==> config.mk <==
export PLATFORM = sky130hd
export DESIGN_NAME = gbn_iou_unit
export DESIGN_NICKNAME = d
export VERILOG_FILES = /design/src/design/gbn_pkg.sv /design/src/design/gbn_iou_unit.sv
export SDC_FILE = /design/constraint.sdc
export NUM_CORES = 2
export LEC_CHECK = 0
export BUFFER_PORTS_ARGS = -buffer_cell sky130_fd_sc_hd__buf_2
export CORE_ASPECT_RATIO = 1.25
export CORE_UTILIZATION = 65
export CTS_CLUSTER_DIAMETER = 100
export CTS_CLUSTER_SIZE = 10
export DETAILED_ROUTE_END_ITERATION = 8
export PLACE_DENSITY_LB_ADDON = 0.12
export SLEW_MARGIN = 20
export SYNTH_ARGS = -nofsm -noshare
export SYNTH_HDL_FRONTEND = slang
export SYNTH_SLANG_ARGS = --single-unit
==> constraint.sdc <==
create_clock -name clk -period 10.4 [get_ports clk]
set_input_delay 2.08 -clock clk [delete_from_list [all_inputs] [get_ports clk]]
set_output_delay 2.08 -clock clk [all_outputs]
set_load 0.01 [all_outputs]
==> src/design/gbn_pkg.sv <==
// gbn_pkg: field widths, kept-list entry type, scan status and sequencer states
// shared by the greedy box nms block and its interfaces-free submodules
// depends on: nothing
package gbn_pkg;

    localparam int COORD_W = 16;   // signed box edge
    localparam int EDGE_W  = 17;   // signed edge plus extent
    localparam int EXT_W   = 15;   // unsigned width or height
    localparam int CLASS_W = 8;
    localparam int AREA_W  = 30;   // extent times extent
    localparam int UNION_W = 31;   // sum of two areas
    localparam int THR_W   = 9;
    localparam int PROD_W  = 40;   // threshold times union
    localparam int SLOT_W  = 6;

    localparam logic [THR_W-1:0] THR_RESET = 9'd115;

    typedef struct packed {
        logic signed [COORD_W-1:0] left;
        logic signed [COORD_W-1:0] top;
        logic signed [EDGE_W-1:0]  right;
        logic signed [EDGE_W-1:0]  bottom;
        logic [CLASS_W-1:0]        cls;
        logic [AREA_W-1:0]         area;
    } kept_entry_t;

    typedef struct packed {
        logic busy;   // compares still in flight
        logic hit;    // some kept box suppresses the current one
    } scan_status_t;

    typedef enum logic [4:0] {
        ST_IDLE  = 5'b00001,
        ST_PREP  = 5'b00010,
        ST_SCAN  = 5'b00100,
        ST_DRAIN = 5'b01000,
        ST_DONE  = 5'b10000
    } state_t;

endpackage

==> src/design/gbn_iou_unit.sv <==
// gbn_iou_unit: pipelined overlap compare of the current box against one kept
// entry per cycle, folding the suppress decisions into one hit flag
// depends on: gbn_pkg
module gbn_iou_unit (
    input  logic                                clk,
    input  logic                                rst_n,
    input  logic                                issue,
    input  logic                                clear,
    input  gbn_pkg::kept_entry_t                entry,
    input  gbn_pkg::kept_entry_t                probe,
    input  logic [gbn_pkg::THR_W-1:0]           threshold,
    output gbn_pkg::scan_status_t               status
);

    // valid bits: read data, extents, intersection, union, product
    logic v1_reg, v2_reg, v3_reg, v4_reg, v5_reg;
    logic hit_reg;

    // stage 2
    logic [gbn_pkg::EXT_W-1:0]  iw_reg, ih_reg;
    logic                       match2_reg;
    logic [gbn_pkg::AREA_W-1:0] karea2_reg;
    // stage 3
    logic [gbn_pkg::AREA_W-1:0] inter3_reg, karea3_reg;
    logic                       match3_reg;
    // stage 4
    logic [gbn_pkg::AREA_W-1:0]  inter4_reg;
    logic [gbn_pkg::UNION_W-1:0] uni4_reg;
    logic                        match4_reg;
    // stage 5
    logic [gbn_pkg::PROD_W-1:0] lhs5_reg, rhs5_reg;
    logic                       live5_reg;

    logic signed [gbn_pkg::COORD_W-1:0] max_l, max_t;
    logic signed [gbn_pkg::EDGE_W-1:0]  min_r, min_b;
    logic signed [gbn_pkg::EDGE_W:0]    iw, ih;
    logic                               overlap;
    logic [gbn_pkg::UNION_W-1:0]        uni;

    always_comb
    begin
        max_l = (probe.left > entry.left) ? probe.left : entry.left;
        max_t = (probe.top > entry.top) ? probe.top : entry.top;
        min_r = (probe.right < entry.right) ? probe.right : entry.right;
        min_b = (probe.bottom < entry.bottom) ? probe.bottom : entry.bottom;
        iw = {min_r[gbn_pkg::EDGE_W-1], min_r} - {{2{max_l[gbn_pkg::COORD_W-1]}}, max_l};
        ih = {min_b[gbn_pkg::EDGE_W-1], min_b} - {{2{max_t[gbn_pkg::COORD_W-1]}}, max_t};
        // a positive overlap never exceeds either extent, so 15 bits hold it
        overlap = !iw[gbn_pkg::EDGE_W] && (iw != '0) && !ih[gbn_pkg::EDGE_W] && (ih != '0);
        uni = {1'b0, probe.area} + {1'b0, karea3_reg} - {1'b0, inter3_reg};
    end

    always_ff @(posedge clk or negedge rst_n)
    begin
        if (!rst_n)
        begin
            v1_reg  <= 1'b0;
            v2_reg  <= 1'b0;
            v3_reg  <= 1'b0;
            v4_reg  <= 1'b0;
            v5_reg  <= 1'b0;
            hit_reg <= 1'b0;
        end
        else
        begin
            v1_reg <= issue;
            v2_reg <= v1_reg;
            v3_reg <= v2_reg;
            v4_reg <= v3_reg;
            v5_reg <= v4_reg;
            if (clear)
            begin
                hit_reg <= 1'b0;
            end
            else if (v5_reg && live5_reg && (lhs5_reg > rhs5_reg))
            begin
                hit_reg <= 1'b1;
            end
        end
    end

    always_ff @(posedge clk)
    begin
        iw_reg     <= overlap ? iw[gbn_pkg::EXT_W-1:0] : '0;
        ih_reg     <= overlap ? ih[gbn_pkg::EXT_W-1:0] : '0;
        match2_reg <= (probe.cls == entry.cls);
        karea2_reg <= entry.area;

        inter3_reg <= iw_reg * ih_reg;
        karea3_reg <= karea2_reg;
        match3_reg <= match2_reg;

        inter4_reg <= inter3_reg;
        uni4_reg   <= uni;
        match4_reg <= match3_reg;

        // zero union never suppresses
        lhs5_reg  <= {2'b00, inter4_reg, 8'h00};
        rhs5_reg  <= threshold * uni4_reg;
        live5_reg <= match4_reg && (uni4_reg != '0);
    end

    assign status.busy = v1_reg | v2_reg | v3_reg | v4_reg | v5_reg;
    assign status.hit  = hit_reg;

endmodule

# After elaboration in Yosys (flattened, before gate mapping)
# Index checks and enable logic that the tools add are counted.
[totals] ff_bits=261 latch_bits=0 mem_bits_rw=0 rom_bits=0 in_bits=221 output_inout_bits=2 word_cells=53 n_memories=0
[op_classes] addsub=4 n_mul=2 div=0 magnitude_cmp=5 n_eq_ne=1 n_shift=0 mux=6 bitwise=4 reduce_logical=12
[op_table] op="$gt 38x40->1" count=1
[op_table] op="$mul 9x31->40" count=1
[op_table] op="$reduce_bool 18->1" count=2
[op_table] op="$sub 17x16->18" count=2
[op_table] op="$lt 17x17->1" count=2
[op_table] op="$mux 17" count=2
[op_table] op="$gt 16x16->1" count=2
[op_table] op="$mux 16" count=2
[op_table] op="$add 30x30->31" count=1
[op_table] op="$reduce_bool 31->1" count=1
[op_table] op="$sub 31x30->31" count=1
[op_table] op="$mul 15x15->30" count=1
[op_table] op="$eq 8x8->1" count=1
[op_table] op="$logic_and 1x1->1" count=6
[op_table] op="$or 1x1->1" count=4
[op_table] op="$logic_not 1->1" count=2
[op_table] op="$mux 1" count=2
[op_table] op="$reduce_bool 2->1" count=1

# Logic depth before layout (Yosys ltp)
[logic_depth] word_depth=7 mapped_depth=25 mapped_depth_nobuf=23

# Worst setup path before layout
# No wires, ideal clock.
[synth_timing] kind="input -> register" startpoint="input port entry[39] in the netlist's numbering" endpoint="register iw_reg[3] in the netlist's numbering" setup_ns=0.119 arrival_time_ns=6.694 t_required_ns=10.281 setup_slack_ns=3.588 stages=24 n_path_buf=2 path_cell_list="inv_1 ha_1 a21o_1 a21o_1 a21oi_1 nor2b_1 o2111ai_1 a31oi_1 o31ai_2 buf_2 mux2i_1 ha_1 inv_1 fa_1 xnor2_2 nand3_1 a311o_1 or4_1 a211o_1 nor3_1 o2111ai_1 o31ai_2 buf_6 nor2_2"
[synth_via] elab_chain_cells=6 elab_cells_between_ends=7 cone_classes="1 x add/sub; 1 x order compare; 1 x mux; 4 x reduce/logical"
[synth_rtl] element="start: declaration" line="gbn_iou_unit.sv:9" rtl="input gbn_pkg::kept_entry_t entry,"
[synth_rtl] element="$lt 17x17->1" line="gbn_iou_unit.sv:45" rtl="min_b = (probe.bottom < entry.bottom) ? probe.bottom : entry.bottom;"
[synth_rtl] element="$mux 17 *" line="gbn_iou_unit.sv:45"
[synth_rtl] element="$sub 17x16->18 *" line="gbn_iou_unit.sv:47" rtl="ih = {min_b[gbn_pkg::EDGE_W-1], min_b} - {{2{max_t[gbn_pkg::COORD_W-1]}}, max_t};"
[synth_rtl] element="branches (longest 2 deep; another with $reduce_bool 18->1)"
[synth_rtl] element="$logic_and 1x1->1 *" line="gbn_iou_unit.sv:49" rtl="overlap = !iw[gbn_pkg::EDGE_W] && (iw != '0) && !ih[gbn_pkg::EDGE_W] && (ih != '0);"
[synth_rtl] element="end signal: assignment" line="gbn_iou_unit.sv:84" rtl="iw_reg <= overlap ? iw[gbn_pkg::EXT_W-1:0] : '0;"
[synth_rtl] element="end: declaration" line="gbn_iou_unit.sv:20" rtl="logic [gbn_pkg::EXT_W-1:0] iw_reg, ih_reg;"
# Every way passes the cells marked *.
# A chain may end at the register's enable or synchronous reset.

# Final worst setup path
[layout_timing] startpoint="input port threshold[0] in the netlist's numbering" endpoint="register rhs5_reg[37] in the netlist's numbering"
[layout_via] elab_chain_cells=1
[layout_rtl] element="start: declaration" line="gbn_iou_unit.sv:11" rtl="input logic [gbn_pkg::THR_W-1:0] threshold,"
[layout_rtl] element="$mul 9x31->40" line="gbn_iou_unit.sv:99" rtl="rhs5_reg <= threshold * uni4_reg;"
[layout_rtl] element="end signal: assignment" line="gbn_iou_unit.sv:99"
[layout_rtl] element="end: declaration" line="gbn_iou_unit.sv:31" rtl="logic [gbn_pkg::PROD_W-1:0] lhs5_reg, rhs5_reg;"
# Every way passes these cells.

==> flow_summary.ini <==
[cts]
hold_buffers = 0
clk_latency_ps = 550
ctsResizeCount = 0
cts_sinks = 261
cts_max_path_buffers = 3
htreeDepth = 1
numCtsBuffers = 30
tritoncts = built
cts_setup_buffers = 0
cts_root_buf = clkbuf_16
path_clk_slew_ps = 50

[floorplan]
die_w_um = 190.3
start_util_pct = 66.38
die_y_um = 237.4
core_sq_um = 43390
ios = 223
num_rows = 85
dieArea_sq_um = 45170

[placement]
port_buffers = 222
dpl.hpwl_mm = 52.57
gp_congestion = 0.8908
place_inst = 3853
placed_area_sq_um = 30260

[sta]
drv_slew = 0
rsz0062_at_grt = false
clock.fmax_mhz = 142.4
period_share_pct = 67.55
finalHoldViolations = 0
whs_ps = 319.2
setup_viol = 0
final.setup.tns_ps = 0
tightestPinTransition_ps = 988.3
finClkSkew_ps = 17.07
finalCriticalPeriod_ps = 7025
relSlewSlack_pct = 34.10

[global_routing]
grtUsageTotal_pct = 29.72
grt_pass1_vias = 23540
grt_max_degree = 32
grt_overflow = 0
grt_first_pass_wirelength_mm = 108.7
antenna_found_initial = 0

[synth]
yosysWarningCount = 0
synth-main-ff-cell = dfxtp_1
synth_seq_cells = 261
syn_nets = 4100
synth_common_cells = inv_1, fa_1, nand2_1, ha_1, dfxtp_1
synth_top_area_share_pct = 28.01
synthAdderAreaFrac_pct = 41.60
synth_edf_count = 0
synthMuxAreaShare_pct = 2.550
syn_area_sq_um = 28810
synthSimpleGateAreaFrac_pct = 14.93
synth_area_leaders = fa_1, dfxtp_1, ha_1
ys_async_sr_fraction_pct = 2.299
synth-xor-area-share_pct = 3.462
yosysTopAreaCell = fa_1
synth_compound_area_share_pct = 9.752
yosysMostFrequentCell = inv_1
synthCells = 3163
ys_types = 80
synth_seq_area_share_pct = 18.24
synth_top_family_by_area = adder cells
syn-mean-instance-area_sq_um = 9.107

[min_path]
hp-class = reg2reg
min_from = inter4_reg[23]

[route]
wire_per_inst_um = 16.57
via_count = 21630
via_per_inst = 5.561
drtAntennaViolNets = 0
drcViolationCount = 0
dr.pass1.iters = 5
drtIter0Drc = 851
wl_mm = 64.43

[worst_setup_path]
cp-end-kind = register
r2r-start = iw_reg[10]
startpoint = threshold[0]
cp.required_ps = 10860
criticalPathCategory = in2reg
start_kind = input pin
cp_max_fo = 31
cp.arrival_ps = 7480

[final_layout]
fin_area_sq_um = 31070
drive_gt1_share_pct = 9.958
finalNonFillerCells = 3889
largest_register_ffs = 40
area_growth_pct = 7.862
n_antenna_cell = 0
nets = 4257

[run]
maxCapViolations = 0

[status]
outcome = finished clean
[layout make-up]
class / count / area [sq um]
flip-flops and latches: 261 / 5255
inverters: 618 / 2320
fillers: 3384 / 12320
clock buffers: 35 / 800.8
clock inverters: 1 / 8.758
repair buffers: 226 / 1141
well taps: 565 / 706.9
multi-input cells: 2183 / 20840
[metal layers]
metal	track usage (%)	routed length (um)	vias to the layer above	part of all wire, %
li1	-	-	10280	-
met1	32.29	23940	10600	37
met2	57.49	34910	583	54
met3	2.156	2585	161	4.0
met4	14.06	3001	0	4.7
met5	0	0	-	0
[worst max-delay path: stages]
cell and delay [ps]:
buf_2 490, nand2_1 170, fa_1 550, inv_1 50
fa_1 490, inv_1 50, fa_1 540, inv_1 60
fa_1 490, ha_1 400, a211oi_1 280, o21ai_0 160
a31oi_1 290, o211ai_1 120, a21oi_1 280, o31ai_1 160
nor2b_1 200, o41ai_1 400, xnor2_1 180
[cell families (layout without fill, tap and decap cells)]
family | after synthesis | in the layout
fa+ha+maj | 716 | 716
xor+xnor | 113 | 113
simple gates | 859 | 859
compound gates | 426 | 426
flops | 261 | 261
buf+inv | 719 | 880
mux | 69 | 69
[worst paths after layout]
check,end,depth (start not counted),slack (ps)
setup reg to reg,inter3_reg[27],23,3700
hold / removal,lhs5_reg[31],0,320
setup / recovery,rhs5_reg[37],19,3380
min in group asynchronous,v3_reg,1,1340
hold reg to reg,lhs5_reg[31],0,320
max in group asynchronous,hit_reg,1,8910
[placed cells by master, fill, tap and decap left out, types with 31 or more instances in the layout]
cell / n
mux2i_1: 34
dfxtp_1: 255
ha_1: 313
inv_1: 618
a21o_1: 74
mux2_2: 35
buf_2: 222
clkbuf_16: 31
a21oi_1: 117
fa_1: 403
nor2_1: 94
o21ai_0: 80
nand2_1: 338
xnor2_1: 87
and2_1: 232
[metrics by stage]
stage | worst slack (ps) | util, %
after floorplan | 3588 | -
after global placement | 3004 | 69.74
after detailed placement | 2885 | 69.74
after CTS | 3434 | 71.60
after global routing | 2937 | 71.60
final | 3375 | 71.60
Power is left out: the tool's default activity adds up to more than one toggle a clock period on the data nets, which glitch-free logic cannot reach.
